===== src/htfd_pkg.sv =====
// Package for the humidity/temperature frame decoder: word types, status codes,
// constants, CRC-8 and divide-by-65535 helpers. Depends on nothing.

package htfd_pkg;

    // Result status codes
    typedef enum logic [2:0] {
        ST_OK       = 3'd0,
        ST_ABSENT   = 3'd1,
        ST_BUS_ERR  = 3'd2,
        ST_TEMP_CRC = 3'd3,
        ST_HUM_CRC  = 3'd4
    } status_t;

    // Configuration register indexes
    localparam logic CFG_SENSOR_PRESENT = 1'b0;
    localparam logic CFG_FAILURE_LIMIT  = 1'b1;

    localparam logic [7:0] FAIL_LIMIT_RESET = 8'd3;
    localparam logic [7:0] FAIL_RUN_MAX     = 8'hFF;

    // Invalid codes and extreme resets
    localparam logic signed [15:0] TEMP_INVALID  = 16'sh8000;
    localparam logic signed [15:0] TEMP_LOW_INIT = 16'sh7FFF;
    localparam logic [15:0]        HUM_INVALID   = 16'hFFFF;
    localparam logic [13:0]        HUM_FULL      = 14'd10000;

    // Conversion constants
    localparam logic [30:0] TEMP_SPAN   = 31'd17500;
    localparam logic [29:0] HUM_SPAN    = 30'd10000;
    localparam logic [15:0] TEMP_OFFSET = 16'd4500;
    localparam logic [16:0] RAW_FULL    = 17'd65535;

    // CRC-8, polynomial 0x31, init 0xFF
    localparam logic [7:0] CRC_POLY = 8'h31;
    localparam logic [7:0] CRC_INIT = 8'hFF;

    typedef struct packed {
        logic       bus_ok;
        logic [7:0] temp_high_byte;
        logic [7:0] temp_low_byte;
        logic [7:0] temp_check_byte;
        logic [7:0] hum_high_byte;
        logic [7:0] hum_low_byte;
        logic [7:0] hum_check_byte;
    } frame_word_t;

    typedef struct packed {
        status_t            status;
        logic signed [15:0] temp_centi;
        logic [15:0]        hum_centi;
        logic               stale;
        logic signed [15:0] min_temp;
        logic signed [15:0] max_temp;
        logic [13:0]        min_hum;
        logic [13:0]        max_hum;
        logic [7:0]         failure_count;
    } result_word_t;

    typedef struct packed {
        logic [15:0] quo;
        logic [15:0] rem;
    } div_t;

    // One byte through the CRC register, MSB first
    function automatic logic [7:0] crc8_byte(input logic [7:0] crc, input logic [7:0] data);
        logic [7:0] c;
        c = crc ^ data;
        for (int i = 0; i < 8; i++)
        begin
            if (c[7])
                c = {c[6:0], 1'b0} ^ CRC_POLY;
            else
                c = {c[6:0], 1'b0};
        end
        return c;
    endfunction

    function automatic logic [7:0] crc8_word(input logic [7:0] hi, input logic [7:0] lo);
        return crc8_byte(crc8_byte(CRC_INIT, hi), lo);
    endfunction

    // num = a*65536 + b = a*65535 + (a + b); a + b stays below 2*65535
    function automatic div_t div_raw_full(input logic [30:0] num);
        logic [16:0] sum;
        div_t        res;
        sum = {2'b00, num[30:16]} + {1'b0, num[15:0]};
        if (sum >= RAW_FULL)
        begin
            res.quo = {1'b0, num[30:16]} + 16'd1;
            res.rem = 16'(sum - RAW_FULL);
        end
        else
        begin
            res.quo = {1'b0, num[30:16]};
            res.rem = sum[15:0];
        end
        return res;
    endfunction

endpackage


===== src/htfd_if.sv =====
// Valid/ready channel interfaces for frame words and result words.
// Depends on htfd_pkg.

interface htfd_frame_if import htfd_pkg::*; ();
    logic        valid;
    logic        ready;
    frame_word_t data;

    modport source (output valid, output data, input ready);
    modport sink   (input valid, input data, output ready);
endinterface

interface htfd_result_if import htfd_pkg::*; ();
    logic         valid;
    logic         ready;
    result_word_t data;

    modport source (output valid, output data, input ready);
    modport sink   (input valid, input data, output ready);
endinterface


===== src/htfd_frame_check.sv =====
// Frame check: CRC-8 of both words and the status code with its precedence.
// Depends on htfd_pkg.

module htfd_frame_check import htfd_pkg::*;
(
    input  frame_word_t frame,
    input  logic        present,
    output status_t     status
);

    logic [7:0] temp_crc;
    logic [7:0] hum_crc;

    assign temp_crc = crc8_word(frame.temp_high_byte, frame.temp_low_byte);
    assign hum_crc  = crc8_word(frame.hum_high_byte, frame.hum_low_byte);

    // absent, then bus, then temperature CRC, then humidity CRC
    always_comb
    begin
        if (!present)
            status = ST_ABSENT;
        else if (!frame.bus_ok)
            status = ST_BUS_ERR;
        else if (temp_crc != frame.temp_check_byte)
            status = ST_TEMP_CRC;
        else if (hum_crc != frame.hum_check_byte)
            status = ST_HUM_CRC;
        else
            status = ST_OK;
    end

endmodule


===== src/htfd_convert.sv =====
// Raw-to-centi conversion: constant multiply, then exact divide by 65535.
// Depends on htfd_pkg.

module htfd_convert import htfd_pkg::*;
(
    input  logic [15:0]        temp_raw,
    input  logic [15:0]        hum_raw,
    output logic signed [15:0] temp_centi,
    output logic [13:0]        hum_centi
);

    logic [30:0]        temp_prod;
    logic [29:0]        hum_prod;
    div_t               temp_div;
    div_t               hum_div;
    logic               round_up;
    logic signed [16:0] temp_full;

    assign temp_prod = {15'd0, temp_raw} * TEMP_SPAN;
    assign hum_prod  = {14'd0, hum_raw} * HUM_SPAN;

    assign temp_div = div_raw_full(temp_prod);
    assign hum_div  = div_raw_full({1'b0, hum_prod});

    // Negative results truncate toward zero: take the ceiling when inexact
    assign round_up  = (temp_div.quo < TEMP_OFFSET) && (temp_div.rem != 16'd0);
    assign temp_full = $signed({1'b0, temp_div.quo}) - $signed({1'b0, TEMP_OFFSET})
                     + $signed({16'd0, round_up});
    assign temp_centi = temp_full[15:0];

    // Clamp humidity at full scale
    assign hum_centi = (hum_div.quo > {2'b00, HUM_FULL}) ? HUM_FULL : hum_div.quo[13:0];

endmodule


===== src/humidity_temp_frame_decoder.sv =====
// Top level of the humidity/temperature frame decoder: input and result
// registers, running state and config. Depends on htfd_pkg, htfd_if,
// htfd_frame_check and htfd_convert.
//
//  channel   dir   word           handshake
//  frame     in    frame_word_t   valid/ready
//  result    out   result_word_t  valid/ready
//  cfg       in    index, data    cfg_we, no ready
//
// One word per cycle while the result side is not stalled; a taken word passes
// through the input register, then CRC/convert/state update into the result register.
// Running state updates when a word moves into the result register.
// A stalled result holds one word in the input register; frame.ready drops
// only while both registers are full and result.ready is low.
// Reset clears the state to its invalid/initial values.

module humidity_temp_frame_decoder import htfd_pkg::*;
(
    input  logic           clk,
    input  logic           rst_n,
    input  logic           cfg_we,
    input  logic           cfg_index,
    input  logic [7:0]     cfg_data,
    htfd_frame_if.sink     frame,
    htfd_result_if.source  result
);

    logic               sensor_present_reg;
    logic [7:0]         failure_limit_reg;
    logic [7:0]         fail_run_reg;
    logic [7:0]         fail_run_next;
    logic signed [15:0] last_temp_reg;
    logic signed [15:0] last_temp_next;
    logic [15:0]        last_hum_reg;
    logic [15:0]        last_hum_next;
    logic signed [15:0] lowest_temp_reg;
    logic signed [15:0] lowest_temp_next;
    logic signed [15:0] highest_temp_reg;
    logic signed [15:0] highest_temp_next;
    logic [13:0]        lowest_hum_reg;
    logic [13:0]        lowest_hum_next;
    logic [13:0]        highest_hum_reg;
    logic [13:0]        highest_hum_next;

    logic               stage_valid_reg;
    frame_word_t        stage_word_reg;
    logic               out_valid_reg;
    result_word_t       out_word_reg;
    result_word_t       out_word_next;

    logic               advance;
    status_t            status;
    logic               good;
    logic               failing;
    logic [7:0]         fail_inc;
    logic               have_last;
    logic               use_stale;
    logic signed [15:0] conv_temp;
    logic [13:0]        conv_hum;

    // Handshake: input register moves on whenever the result register frees up
    assign advance      = stage_valid_reg && (!out_valid_reg || result.ready);
    assign frame.ready  = !stage_valid_reg || advance;
    assign result.valid = out_valid_reg;
    assign result.data  = out_word_reg;

    htfd_frame_check u_check
    (
        .frame   (stage_word_reg),
        .present (sensor_present_reg),
        .status  (status)
    );

    htfd_convert u_convert
    (
        .temp_raw   ({stage_word_reg.temp_high_byte, stage_word_reg.temp_low_byte}),
        .hum_raw    ({stage_word_reg.hum_high_byte, stage_word_reg.hum_low_byte}),
        .temp_centi (conv_temp),
        .hum_centi  (conv_hum)
    );

    // Failure bookkeeping
    assign good      = (status == ST_OK);
    assign failing   = !good && (status != ST_ABSENT);
    assign fail_inc  = (fail_run_reg == FAIL_RUN_MAX) ? fail_run_reg : fail_run_reg + 8'd1;
    assign have_last = (last_temp_reg != TEMP_INVALID) && (last_hum_reg != HUM_INVALID);
    assign use_stale = failing && (fail_inc < failure_limit_reg) && have_last;

    // Next state
    always_comb
    begin
        fail_run_next     = fail_run_reg;
        last_temp_next    = last_temp_reg;
        last_hum_next     = last_hum_reg;
        lowest_temp_next  = lowest_temp_reg;
        highest_temp_next = highest_temp_reg;
        lowest_hum_next   = lowest_hum_reg;
        highest_hum_next  = highest_hum_reg;
        if (good)
        begin
            fail_run_next  = 8'd0;
            last_temp_next = conv_temp;
            last_hum_next  = {2'b00, conv_hum};
            if (conv_temp < lowest_temp_reg)
                lowest_temp_next = conv_temp;
            if (conv_temp > highest_temp_reg)
                highest_temp_next = conv_temp;
            if (conv_hum < lowest_hum_reg)
                lowest_hum_next = conv_hum;
            if (conv_hum > highest_hum_reg)
                highest_hum_next = conv_hum;
        end
        else if (failing)
        begin
            fail_run_next = fail_inc;
        end
    end

    // Result word
    always_comb
    begin
        out_word_next.status        = status;
        out_word_next.stale         = use_stale;
        out_word_next.min_temp      = lowest_temp_next;
        out_word_next.max_temp      = highest_temp_next;
        out_word_next.min_hum       = lowest_hum_next;
        out_word_next.max_hum       = highest_hum_next;
        out_word_next.failure_count = fail_run_next;
        if (good)
        begin
            out_word_next.temp_centi = conv_temp;
            out_word_next.hum_centi  = {2'b00, conv_hum};
        end
        else if (use_stale)
        begin
            out_word_next.temp_centi = last_temp_reg;
            out_word_next.hum_centi  = last_hum_reg;
        end
        else
        begin
            out_word_next.temp_centi = TEMP_INVALID;
            out_word_next.hum_centi  = HUM_INVALID;
        end
    end

    // Configuration registers
    always_ff @(posedge clk or negedge rst_n)
    begin
        if (!rst_n)
        begin
            sensor_present_reg <= 1'b0;
            failure_limit_reg  <= FAIL_LIMIT_RESET;
        end
        else if (cfg_we)
        begin
            case (cfg_index)
                CFG_SENSOR_PRESENT: sensor_present_reg <= cfg_data[0];
                CFG_FAILURE_LIMIT:  failure_limit_reg  <= cfg_data;
                default: ;
            endcase
        end
    end

    // Running state
    always_ff @(posedge clk or negedge rst_n)
    begin
        if (!rst_n)
        begin
            fail_run_reg     <= 8'd0;
            last_temp_reg    <= TEMP_INVALID;
            last_hum_reg     <= HUM_INVALID;
            lowest_temp_reg  <= TEMP_LOW_INIT;
            highest_temp_reg <= TEMP_INVALID;
            lowest_hum_reg   <= HUM_FULL;
            highest_hum_reg  <= 14'd0;
        end
        else if (advance)
        begin
            fail_run_reg     <= fail_run_next;
            last_temp_reg    <= last_temp_next;
            last_hum_reg     <= last_hum_next;
            lowest_temp_reg  <= lowest_temp_next;
            highest_temp_reg <= highest_temp_next;
            lowest_hum_reg   <= lowest_hum_next;
            highest_hum_reg  <= highest_hum_next;
        end
    end

    // Pipeline valid flags
    always_ff @(posedge clk or negedge rst_n)
    begin
        if (!rst_n)
        begin
            stage_valid_reg <= 1'b0;
            out_valid_reg   <= 1'b0;
        end
        else
        begin
            if (frame.ready)
                stage_valid_reg <= frame.valid;
            if (advance)
                out_valid_reg <= 1'b1;
            else if (result.ready)
                out_valid_reg <= 1'b0;
        end
    end

    // Payload registers
    always_ff @(posedge clk)
    begin
        if (frame.valid && frame.ready)
            stage_word_reg <= frame.data;
        if (advance)
            out_word_reg <= out_word_next;
    end

endmodule


===== src/flat_wrapper.sv =====
// flat-port wrapper written by rule: the top's interface ports become plain ports
module humidity_temp_frame_decoder_flat import htfd_pkg::*;
  (clk, rst_n, cfg_we, cfg_index, cfg_data, frame_valid, frame_data, frame_ready, result_valid, result_data, result_ready);
  htfd_frame_if frame_i ();
  htfd_result_if result_i ();
  input  logic clk;
  input  logic rst_n;
  input  logic cfg_we;
  input  logic cfg_index;
  input  logic [7:0] cfg_data;
  input wire logic [$bits(frame_i.valid)-1:0] frame_valid;
  input wire logic [$bits(frame_i.data)-1:0] frame_data;
  output wire logic [$bits(frame_i.ready)-1:0] frame_ready;
  output wire logic [$bits(result_i.valid)-1:0] result_valid;
  output wire logic [$bits(result_i.data)-1:0] result_data;
  input wire logic [$bits(result_i.ready)-1:0] result_ready;
  assign frame_i.valid = frame_valid;
  assign frame_i.data = frame_data;
  assign frame_ready = frame_i.ready;
  assign result_valid = result_i.valid;
  assign result_data = result_i.data;
  assign result_i.ready = result_ready;
  humidity_temp_frame_decoder u_core (.clk(clk), .rst_n(rst_n), .cfg_we(cfg_we), .cfg_index(cfg_index), .cfg_data(cfg_data), .frame(frame_i), .result(result_i));
endmodule

===== config.mk =====
export PLATFORM = sky130hd
export DESIGN_NAME = humidity_temp_frame_decoder_flat
export DESIGN_NICKNAME = d
export VERILOG_FILES = /design/src/htfd_pkg.sv /design/src/htfd_if.sv /design/src/htfd_frame_check.sv /design/src/htfd_convert.sv /design/src/humidity_temp_frame_decoder.sv /design/src/flat_wrapper.sv
export SDC_FILE = /design/constraint.sdc
export NUM_CORES = 1
export LEC_CHECK = 0
export ABC_CLOCK_PERIOD_IN_PS = 24600
export BUFFER_PORTS_ARGS = -buffer_cell sky130_fd_sc_hd__buf_2
export CAP_MARGIN = 15
export CORE_MARGIN = 2
export CORE_UTILIZATION = 50
export DETAILED_ROUTE_END_ITERATION = 8
export HOLD_SLACK_MARGIN = 0.12
export PLACE_DENSITY_LB_ADDON = 0.25
export SYNTH_ARGS = -nofsm -noshare
export SYNTH_HDL_FRONTEND = slang
export SYNTH_SLANG_ARGS = --single-unit

===== constraint.sdc =====
create_clock -name clk -period 24.6 [get_ports clk]
set_input_delay 4.92 -clock clk [delete_from_list [all_inputs] [get_ports clk]]
set_output_delay 4.92 -clock clk [all_outputs]
set_load 0.1 [all_outputs]

# Yosys cells after proc, flatten, opt, wreduce, memory -nomap -nowiden
# Index checks and enable logic that the tools add are counted.
[word_totals]
register_bits = 264
latch_bits = 0
mem_bits_rw = 0
mem_bits_ro = 0
out_inout_bits = 106
wordCells = 163
memories = 0
[classes]
n_addsub = 9
n_mul = 2
div = 0
n_lt_le_gt_ge = 9
eq_ne = 6
shift = 0
mux = 54
bitwise = 37
reduce_logical = 18
[op_table]
columns = ["operator", "count"]
rows = [
  ["2-to-1 mux 6 bit", 32],
  ["2-to-1 mux 32 bit", 3],
  ["NOT 3 bit", 32],
  ["2-to-1 mux 14 bit", 5],
  ["2-to-1 mux 16 bit", 4],
  [">= comparator 17 x 16 -> 1 bit (second input constant)", 2],
  ["inequality test 16 bit (second input constant)", 2],
  ["subtractor 16 bit (second input constant)", 2],
  ["2-to-1 mux 31 bit", 1],
  ["multiplier 16 x 13 -> 29 bit (second input constant)", 1],
  ["multiplier 16 x 10 -> 26 bit (second input constant)", 1],
  ["2-to-1 mux 8 bit", 3],
  ["adder 14 x 16 -> 17 bit", 1],
  ["adder 15 x 16 -> 17 bit", 1],
  ["adder 15 x 1 -> 16 bit (second input constant)", 1],
  ["adder 16 x 2 -> 16 bit", 1],
  ["> comparator 16 x 14 -> 1 bit (second input constant)", 1],
  ["> comparator 16 bit", 1],
  ["< comparator 16 x 13 -> 1 bit (second input constant)", 1],
  ["< comparator 16 bit", 1],
  ["inequality test 8 bit", 2],
  ["NOT 8 bit", 2],
  ["nonzero test 16 bit", 1],
  ["subtractor 16 x 13 -> 16 bit (second input constant)", 1],
  ["17 further kinds", 33],
]

# Depth between registers and ports, before layout
# Gate-level depths: netlist of the first run.
[depth]
word_depth = 46
ltp_mapped = 56
mapped_depth_nobuf = 53

# Cells and area by module
# From an unflattened synthesis of the first run, not the netlist that was laid out.
[hier_totals]
hier_cells = 2278
area_unflattened_um2 = 22738.1
[modules_own_cells]
columns = ["module", "n_inst", "cells_each", "area_per_inst_um2", "seq_area_each_um2"]
rows = [
  ["humidity_temp_frame_decoder", 1, 937, 11845.1, 7365.8],
  ["htfd_convert", 1, 1246, 9781.9, 0.0],
  ["htfd_frame_check", 1, 95, 1111.1, 0.0],
]

# Worst setup path after synthesis of the first run
# No wires, ideal clock.
[synth_path]
path_type = "register to register"
from = "reg u_core.stage_word_reg[45] in the netlist's numbering"
to = "reg u_core.highest_temp_reg[1]"
setup_ns = 0.299
t_arrival_ns = 11.373
path_slack_ns = 12.928
path_stages_with_launch = 50
synth_period_minus_slack_ns = 11.672
cell_sequence = "edfxtp_1 ha_1 inv_1 fa_1 inv_1 ha_1 fa_1 inv_1 fa_1 inv_1 ha_1 nand3_1 or3_4 o211ai_4 a31oi_1 o21bai_1 a21oi_1 xnor2_1 [14 not listed] nand4b_1 nor3b_1 ha_1 ha_1 nor3_1 mux2i_4 a21oi_2 o21a_2 xnor2_2 inv_1 ha_1 and4_1 nand3_1 or4_1 nand4b_4 mux2_2 nand2_1 o21ai_0"
[synth_between]
elab_cells_between_ends = 45
cone_classes = "5 x add/sub; 1 x mul; 3 x order compare; 1 x eq/ne; 20 x mux; 12 x bitwise; 3 x reduce/logical"
[synth_lines]
columns = ["item", "line", "rtl"]
rows = [
  ["from (decl)", "humidity_temp_frame_decoder.sv:46", "frame_word_t stage_word_reg;"],
  ["from (signal assigned)", "humidity_temp_frame_decoder.sv:212", "stage_word_reg <= frame.data;"],
  ["multiplier 16 x 13 -> 29 bit *", "htfd_convert.sv:19", "assign temp_prod = {15'd0, temp_raw} * TEMP_SPAN;"],
  ["adder 15 x 16 -> 17 bit", "htfd_pkg.sv:87", "sum = {2'b00, num[30:16]} + {1'b0, num[15:0]};"],
  [">= comparator 17 x 16 -> 1 bit / subtractor 16 bit (equally long branches)", "htfd_pkg.sv:88, htfd_pkg.sv:91", ""],
  ["2-to-1 mux 32 bit *", "htfd_pkg.sv:88", "if (sum >= RAW_FULL)"],
  ["< comparator 16 x 13 -> 1 bit / nonzero test 16 bit (equally long branches)", "htfd_convert.sv:26", "assign round_up = (temp_div.quo < TEMP_OFFSET) && (temp_div.rem != 16'd0);"],
  ["logical AND 1 bit", "htfd_convert.sv:26", ""],
  ["adder 16 x 2 -> 16 bit *", "htfd_convert.sv:28", "+ $signed({16'd0, round_up});"],
  ["named net u_core.conv_temp[12]", "humidity_temp_frame_decoder.sv:58", "logic signed [15:0] conv_temp;"],
  ["> comparator 16 bit *", "humidity_temp_frame_decoder.sv:106", "if (conv_temp > highest_temp_reg)"],
  ["2-to-1 mux 16 bit *", "humidity_temp_frame_decoder.sv:106", ""],
  ["2-to-1 mux 16 bit *", "humidity_temp_frame_decoder.sv:99", "if (good)"],
  ["named net u_core.highest_temp_next[1]", "humidity_temp_frame_decoder.sv:39", "logic signed [15:0] highest_temp_next;"],
  ["to (signal assigned)", "humidity_temp_frame_decoder.sv:183", "highest_temp_reg <= highest_temp_next;"],
  ["to (decl)", "humidity_temp_frame_decoder.sv:38", "logic signed [15:0] highest_temp_reg;"],
]
# Mark *: on every way through the listed nets, which the timed path passes. The rest lies on a longest branch.
# A chain may end at the register's enable or synchronous reset.

# Worst setup path after layout of the first run
[layout_path]
from = "reg u_core.stage_word_reg[42] in the netlist's numbering"
to = "reg u_core.lowest_temp_reg[15]"
[layout_between]
elab_cells_between_ends = 44
cone_classes = "5 x add/sub; 1 x mul; 3 x order compare; 1 x eq/ne; 20 x mux; 11 x bitwise; 3 x reduce/logical"
[layout_lines]
columns = ["item", "line", "rtl"]
rows = [
  ["multiplier 16 x 13 -> 29 bit *", "htfd_convert.sv:19", ""],
  ["adder 15 x 16 -> 17 bit", "htfd_pkg.sv:87", ""],
  [">= comparator 17 x 16 -> 1 bit / subtractor 16 bit (equally long branches)", "htfd_pkg.sv:88, htfd_pkg.sv:91", ""],
  ["2-to-1 mux 32 bit *", "htfd_pkg.sv:88", ""],
  ["< comparator 16 x 13 -> 1 bit / nonzero test 16 bit (equally long branches)", "htfd_convert.sv:26", ""],
  ["logical AND 1 bit", "htfd_convert.sv:26", ""],
  ["adder 16 x 2 -> 16 bit *", "htfd_convert.sv:28", ""],
  ["named net u_core.conv_temp[9]", "humidity_temp_frame_decoder.sv:58", ""],
  ["< comparator 16 bit *", "humidity_temp_frame_decoder.sv:104", "if (conv_temp < lowest_temp_reg)"],
  ["2-to-1 mux 16 bit *", "humidity_temp_frame_decoder.sv:104", ""],
  ["2-to-1 mux 16 bit *", "humidity_temp_frame_decoder.sv:99", ""],
  ["to (signal assigned)", "humidity_temp_frame_decoder.sv:182", "lowest_temp_reg <= lowest_temp_next;"],
  ["to (decl)", "humidity_temp_frame_decoder.sv:36", "logic signed [15:0] lowest_temp_reg;"],
]
# Marked as above.

==> results of run 1 <==
## Yosys cell counts (all sizes together) (28+ instances only)
master	count	area share (%)
xor2	40	1.5
nand3	57	1.2
inv	328	5.4
clkbuf	41	0.67
a21oi	99	2.3
edfxtp	152	20
o21ai	113	2.6
nor3	33	0.81
ha	261	14
mux2	72	3.6
o31ai	34	1.3
nand2	145	2.4
a21o	46	1.5
nor2	145	2.4
fa	82	7.2
nand4	28	0.79
dfstp	39	4.5
xnor2	110	4.5
dfrtp	71	7.7
## worst min-delay path, cell delays in order (launching register included)
cell	delay, ns
dfstp_2	0.37
nand2_1	0.04
o21ai_0	0.06
## layout make-up
| cell class | instances | area (um2) | share of cell area (%) |
|---|---|---|---|
| well taps | 600 | 751 | 2.96 |
| clock inverters | 17 | 220 | 0.868 |
| clock buffers | 36 | 772 | 3.04 |
| inverters | 332 | 1250 | 4.92 |
| flip-flops and latches | 262 | 7370 | 29.0 |
| multi-input cells | 1660 | 14100 | 55.5 |
| repair buffers | 179 | 926 | 3.65 |
## logic make-up after synthesis
family	share of synthesized area, %
flops	32.1
mux	4.84
simple gates	12.8
fa+ha+maj	21.4
xor+xnor	6.80
buf+inv	6.57
compound gates	15.5
## stage by stage
| stage | utilization [%] | instances | instance area (um2) | hold slack, ns |
|---|---|---|---|---|
| after floorplan | - | 2316 | 23000 | 0.453 |
| after global placement | 53.7 | 3033 | 24400 | 0.464 |
| after detailed placement | 53.7 | 3033 | 24400 | 0.475 |
| after CTS | 55.9 | 3086 | 25400 | 0.484 |
| after global routing | 55.9 | 3086 | 25400 | 0.503 |
| final | 55.9 | 3086 | 25400 | 0.480 |
## layer usage
layer	track usage, %	up-vias	wire length, um	share of wire (%)
li1	-	8482	-	-
met1	33.3	8394	26300	47
met2	37.1	497	24900	45
met3	3.17	91	3120	5.6
met4	7.41	2	1560	2.8
met5	0	-	13	0.023
## worst max path at each step
stage / to / slack (ns) / cells after the start
after floorplan: u_core.highest_temp_reg[1] / 12.93 / 49
final: u_core.lowest_temp_reg[15] / 10.93 / 48
after CTS: u_core.lowest_temp_reg[15] / 11.00 / 48
after global routing: u_core.highest_temp_reg[14] / 9.78 / 52
after global placement: u_core.lowest_temp_reg[15] / 11.26 / 46
after detailed placement: u_core.lowest_temp_reg[15] / 11.03 / 48
==> results_dict.tcl, run 1 <==
set metrics [dict create \
    outcome "completed" \
    min_from "u_core.lowest_temp_reg[10]" \
    worstReg2RegStart "u_core.stage_word_reg[42]" \
    num_antenna_cells 0 \
    hold_depth 2 \
    core-area_mm2 0.0454 \
    worstPathMaxFanout 17 \
    fmax_mhz 73.1 \
    holdBufCountCts 0 \
    largest_register_ff_count 103 \
    clockBufferDepth 3 \
    hold-path-endpoint "u_core.lowest_temp_reg[10]" \
    reg2reg_slack_ns 10.93 \
    setup_violations 0 \
    syn-num-nets 2722 \
    r2r_end "u_core.lowest_temp_reg[15]" \
    grt_setup_unrepaired "no" \
    post-route-min-period_ns 13.67 \
    clock_latency_ns 0.57 \
    critical_path_class "reg2reg" \
    start_kind "flip-flop" \
    io_buffer_count 168 \
    synth_edf_count 152 \
    h-tree-depth 1 \
    fp.dieW_um 218 \
    hpwlAfterDp_um 43600 \
    hold_viol 0 \
    num_vias 17500 \
    syn2layout_area_growth_pct 10.5 \
    ys_seq_area_share_pct 32.1 \
    clock-sinks 262 \
    cts_resized 0 \
    wl_per_cell_um 18.1 \
    cts_tree "done" \
    critical_path.max_stage_delay_ns 0.72 \
    post-cts-setup-buffers 0 \
    grt_overflow 0 \
    crit_buf_inv 7 \
    hold_class "reg2reg" \
    grt_pass1_vias 17100 \
    antenna_found_initial 1 \
    r2r_cells 48 \
    worstMarginPinSlew_ns 1.10 \
    routed_via_density 5.66 \
    die_h_um 218 \
    finalWorstSetupSlack_ns 10.93 \
    crit_required_ns 25.06 \
    dr.pass1.iters 5 \
    cts_made_buffers 29 \
    maxCapViolations 0 \
    nets 2870 \
    dieArea_mm2 0.0476 \
    drt_iter0_drc 1231 \
    io_pins 169 \
    track_usage_pct 23.4 \
    drc 0 \
    fillCellCount 3985 \
    synth_cells 2316 \
    initial_utilization_pct 50.6 \
    grt_pass1_wl_um 89800 \
    critPathTopFamily "compound AO/OA/AOI/OAI gates" \
    ys_types 125 \
    synth-seq-cells 262 \
    yosysWarnings 0 \
    crit_path_start "u_core.stage_word_reg[42]" \
    antenna_left 0 \
    tns_ns 0 \
    layout_common_cells "inv_1 (326), ha_1 (261), buf_2 (167)" \
    pre_cts_slack_ns 11.03 \
    place_congestion 0.920 \
    synthFlopType "edfxtp_1" \
    crit_arrival_ns 14.13 \
    clkTransAtPathRegs_ns 0.06 \
    grt_max_degree 81 \
    cp-end-kind "flip-flop" \
    row_count 78 \
    max_slew_margin_pct 26.3 \
    clockRootBuffer "clkbuf_16" \
    slew_violations 0 \
    finClkSkew_ns 0.0149 \
    slowest_stage "xnor2_1" \
    wirelength_um 55900 \
    syn_area_per_cell_um2 9.91 \
    final.period_utilization_pct 55.6 \
    netlist_area_mm2 0.0230 \
    drive_gt1_share_pct 16.9 \
    synthArstFlopShare_pct 42.0 \
    final_common_cell "inv_1" \
]
Power of run 1 is left out: the tool's default activity adds up to more than one toggle a clock period on the data nets, which glitch-free logic cannot reach.
==> inputs of run 2 (changes only) <==
--- a/config.mk
+++ b/config.mk
@@ -5,7 +5,7 @@
 export SDC_FILE = /design/constraint.sdc
 export NUM_CORES = 1
 export LEC_CHECK = 0
-export ABC_CLOCK_PERIOD_IN_PS = 24600
+export ABC_CLOCK_PERIOD_IN_PS = 13600
 export BUFFER_PORTS_ARGS = -buffer_cell sky130_fd_sc_hd__buf_2
 export CAP_MARGIN = 15
 export CORE_MARGIN = 2
==> constraint.sdc (replaced) <==
create_clock -name clk -period 13.6 [get_ports clk]
set_input_delay 2.72 -clock clk [delete_from_list [all_inputs] [get_ports clk]]
set_output_delay 2.72 -clock clk [all_outputs]
set_load 0.1 [all_outputs]
==> run 2 against run 1 <==
Register-to-register slack worse by 10 ns. Cell area up 0.74%. Clock skew up 0.0066 ns. Critical path depth up 1. Via count up 0.38%. Critical endpoint unchanged.
==> results_dict.tcl, run 2 (synthesized netlist as in run 1, its figures left out) <==
set metrics [dict create \
    timing.hold.ws_ns 0.480 \
    crit_arrival_ns 13.12 \
    track_usage_pct 23.3 \
    slowest_stage "or4b_1" \
    wl_per_cell_um 17.8 \
    worstMarginPinSlew_ns 1.13 \
    slew_violations 0 \
    hold_viol 0 \
    setup_violations 0 \
    largest_register_ff_count 103 \
    maxCapViolations 0 \
    finClkSkew_ns 0.0215 \
    cpMostUsedCell "ha_1" \
    grt_max_degree 75 \
    cts_tree "done" \
    fmax_mhz 78.9 \
    drc 0 \
    grt_overflow 0 \
    crit_required_ns 14.05 \
    cts_made_buffers 28 \
    hold_class "reg2reg" \
    grt_pass1_wl_um 90100 \
    syn2layout_area_growth_pct 11.3 \
    tns_ns 0 \
    grt_pass1_vias 17200 \
    critical_path.max_stage_delay_ns 0.60 \
    dieArea_mm2 0.0476 \
    antenna_left 0 \
    routed_via_density 5.65 \
    outcome "completed" \
    clock-sinks 262 \
    wirelength_um 55200 \
    clockRootBuffer "clkbuf_16" \
    initial_utilization_pct 50.6 \
    nets 2888 \
    crit_path_start "u_core.stage_word_reg[42]" \
    drive_gt1_share_pct 17.7 \
    h-tree-depth 1 \
    io_buffer_count 168 \
    cp-end-kind "flip-flop" \
    max_slew_margin_pct 24.6 \
    start_kind "flip-flop" \
    dr.pass1.iters 5 \
    worstReg2RegStart "u_core.stage_word_reg[42]" \
    place_congestion 0.907 \
    grt_setup_unrepaired "no" \
    clockBufferDepth 3 \
    hpwlAfterDp_um 43600 \
    antenna_found_initial 1 \
    io_pins 169 \
    final_common_cell "inv_1" \
    final.period_utilization_pct 93.2 \
    row_count 78 \
    num_antenna_cells 0 \
    die_h_um 218 \
    clock_latency_ns 0.57 \
    worstPathMaxFanout 28 \
    critical_path_class "reg2reg" \
    num_vias 17500 \
    stdcell_area_mm2 0.0256 \
    dpl_cell_area_mm2 0.0244 \
    min_from "u_core.lowest_temp_reg[13]" \
    core-area_mm2 0.0454 \
    layout_common_cells "inv_1 (326), ha_1 (261), buf_2 (167)" \
    clkTransAtPathRegs_ns 0.06 \
    fp.dieW_um 218 \
    post-route-min-period_ns 12.67 \
    drt_iter0_drc 1200 \
]
[run 2: changes by cell type in the layout (fill, tap and decap cells not counted), sizes merged]
cell,change
buf,+19
clkbuf,+3
clkinv,-3
bufinv,-1
[run 2: final timing paths]
kind	to	slack [ns]	cells past startpoint
hold / removal	u_core.lowest_temp_reg[13]	0.48	2
setup / recovery	u_core.lowest_temp_reg[15]	0.93	49
setup reg to reg	u_core.lowest_temp_reg[15]	0.93	49
hold reg to reg	u_core.lowest_temp_reg[13]	0.48	2
min in group asynchronous	u_core.highest_hum_reg[10]	2.22	1
max in group asynchronous	u_core.highest_temp_reg[7]	10.12	2
[run 2: per-stage QoR]
stage               utilization, %  std cells  setup slack, ns
finish                        56.3       3104            0.930
global route                  56.3       3104           0.0730
CTS                           56.0       3095            0.308
detailed placement            53.9       3043            0.321
global placement              53.9       3043            0.729
floorplan                        -       2316             1.93
[run 2: what timing repair did]
item	CTS	global route
resized for setup	0	11
endpoints found under the setup margin	0	64
buffers inserted	0	9
hold buffers	0	0
[run 2: final cells by class]
cell class / instances / area, um2
Clock buffer: 39 / 783
Clock inverter: 13 / 183
Fill cell: 4006 / 19800
Inverter: 332 / 1250
Multi-Input combinational cell: 1660 / 14200
Sequential cell: 262 / 7370
Tap cell: 600 / 751
Timing Repair Buffer: 198 / 1070
[run 2: worst max-delay path: cells and delay by family, from the launching register on]
family                     cells  cell delay, ns
and+or+nand+nor               13            3.64
adders and majority gates     10            3.57
AOI/OAI and AO/OA             14            2.46
buffers and inverters          9            1.29
muxes                          2            0.62
DFF                            1            0.57
xor gates and xnor gates       1            0.37
[run 2: metal layers]
metal | GRT usage, % | vias to the layer above | part of all wire, % | wire length [um]
li1 | - | 8527 | - | -
met1 | 33.0 | 8445 | 47 | 25900
met2 | 38.2 | 483 | 46 | 25300
met3 | 2.89 | 76 | 5.2 | 2880
met4 | 5.42 | 2 | 2.1 | 1140
met5 | 0 | - | 0.024 | 13
Power of run 2 is left out for the same reason.
==> inputs of run 3 (changes only) <==
--- a/config.mk
+++ b/config.mk
@@ -11,6 +11,7 @@
 export CORE_MARGIN = 2
 export CORE_UTILIZATION = 50
 export DETAILED_ROUTE_END_ITERATION = 8
+export GPL_TIMING_DRIVEN = 0
 export HOLD_SLACK_MARGIN = 0.12
 export PLACE_DENSITY_LB_ADDON = 0.25
 export SYNTH_ARGS = -nofsm -noshare
==> run 3 against run 2 <==
Routed wire length up 0.81%. Fmax down 1.3%. Register-to-register slack worse by 0.17 ns.
==> results_dict.tcl, run 3 (synthesized netlist as in run 1, its figures left out) <==
set metrics [dict create \
    hold_class "reg2reg" \
    wirelength_um 55600 \
    max_slew_margin_pct 11.4 \
    num_antenna_cells 0 \
    cts_made_buffers 28 \
    drive_gt1_share_pct 18.1 \
    syn2layout_area_growth_pct 12.9 \
    core-area_mm2 0.0454 \
    layout_common_cells "inv_1 (326), ha_1 (261), buf_2 (182)" \
    grt_pass1_vias 17500 \
    hold_viol 0 \
    io_buffer_count 168 \
    timing.hold.ws_ns 0.477 \
    hold-path-endpoint "u_core.lowest_temp_reg[13]" \
    cp-end-kind "flip-flop" \
    worstMarginPinSlew_ns 1.33 \
    outcome "completed" \
    worstReg2RegStart "u_core.stage_word_reg[43]" \
    slew_violations 0 \
    cts_tree "done" \
    maxCapViolations 0 \
    track_usage_pct 23.5 \
    post-route-min-period_ns 12.84 \
    dr.pass1.iters 7 \
    die_h_um 218 \
    grt_max_degree 67 \
    r2r_end "u_core.result.data[66]" \
    fillCellCount 3960 \
    clock_latency_ns 0.59 \
    place_congestion 0.913 \
    hpwlAfterDp_um 44100 \
    nets 2936 \
    num_vias 17800 \
    largest_register_ff_count 103 \
    min_from "u_core.lowest_temp_reg[13]" \
    grt_overflow 0 \
    wl_per_cell_um 17.6 \
    row_count 78 \
    crit_required_ns 13.98 \
    antenna_found_initial 1 \
    antenna_left 0 \
    worstPathMaxFanout 10 \
    h-tree-depth 1 \
    clock-sinks 262 \
    final.period_utilization_pct 94.4 \
    clockBufferDepth 3 \
    crit_arrival_ns 13.22 \
    final_common_cell "inv_1" \
    drt_iter0_drc 1317 \
    reg2reg_slack_ns 0.76 \
    initial_utilization_pct 50.6 \
    clockRootBuffer "clkbuf_16" \
    critical_path_class "reg2reg" \
    slowest_stage "or4b_1" \
    start_kind "flip-flop" \
    fmax_mhz 77.9 \
    finClkSkew_ns 0.0230 \
    clkTransAtPathRegs_ns 0.06 \
    dpl_cell_area_mm2 0.0246 \
    grt_pass1_wl_um 90400 \
    critical_path.max_stage_delay_ns 0.62 \
    routed_via_density 5.64 \
    cpMostUsedCell "ha_1" \
    io_pins 169 \
    holdBufCountCts 0 \
    hold_depth 2 \
    fp.dieW_um 218 \
    stdcell_area_mm2 0.0259 \
    dieArea_mm2 0.0476 \
    r2r_cells 49 \
    drc 0 \
    setup_violations 0 \
]
## run 3: cell types whose count changed in the layout (fill, tap and decap cells not counted), sizes merged
| cell | previous run | this run |
|---|---|---|
| clkinv | 8 | 14 |
| buf | 198 | 206 |
| inv | 332 | 329 |
| bufinv | 4 | 8 |
| clkinvlp | 1 | 2 |
| clkbuf | 39 | 71 |
## run 3: worst max path at each step
| stage | to | cells past startpoint | slack [ns] | start |
|---|---|---|---|---|
| finish | u_core.result.data[66] | 49 | 0.76 | u_core.stage_word_reg[43] |
| floorplan | u_core.highest_temp_reg[1] | 49 | 1.93 | u_core.stage_word_reg[45] |
| global placement | u_core.result.data[66] | 51 | -0.13 | u_core.stage_word_reg[45] |
| detailed placement | u_core.result.data[66] | 51 | -0.30 | u_core.stage_word_reg[44] |
| CTS | u_core.highest_temp_reg[11] | 53 | 0.001 | u_core.stage_word_reg[40] |
| global route | u_core.result.data[66] | 49 | -0.01 | u_core.stage_word_reg[43] |
## run 3: routing by layer
metal / wire [um] / GRT usage [%]
met5: 11 / 0
met4: 1710 / 7.07
met3: 2690 / 2.38
met2: 25600 / 38.8
met1: 25600 / 32.5
## run 3: area by class of cell
type	count	area (um2)	share of cell area, %
clock buffers	31	712	2.75
plain buffers	60	262	1.01
inverters	332	1250	4.81
repair buffers	186	1030	3.98
clock inverters	21	339	1.31
flip-flops and latches	262	7370	28.4
well taps	600	751	2.90
multi-input cells	1660	14200	54.8
## run 3: per-stage QoR
step / util (%) / worst slack [ns] / instances / TNS, ns
final: 57.1 / 0.757 / 3152 / 0
after global routing: 57.1 / -0.00974 / 3152 / -0.00974
after CTS: 56.7 / 0.00106 / 3139 / 0
after detailed placement: 54.3 / -0.301 / 3087 / -3.03
after global placement: 54.1 / -0.132 / 3084 / -0.673
after floorplan: - / 1.93 / 2316 / 0
## run 3: repair_timing
| action | in CTS | in global routing |
|---|---|---|
| endpoints found under the setup margin | 34 | 64 |
| pin swaps | 0 | 3 |
| buffers inserted | 0 | 15 |
| cloned | 0 | 0 |
| hold endpoints to repair | 0 | 0 |
| resized for setup | 6 | 19 |
## run 3: worst max-delay path, delay by kind of cell (launching register included)
kind                     cells  cell delay, ns
AND/OR/NAND/NOR              8            2.28
AO/OA/AOI/OAI               19            3.61
adder cells (fa/ha/maj)     10            3.67
buffers and inverters        8            1.18
XOR/XNOR                     2            0.72
multiplexers                 2            0.65
flip-flops                   1            0.53
Power of run 3 is left out for the same reason.
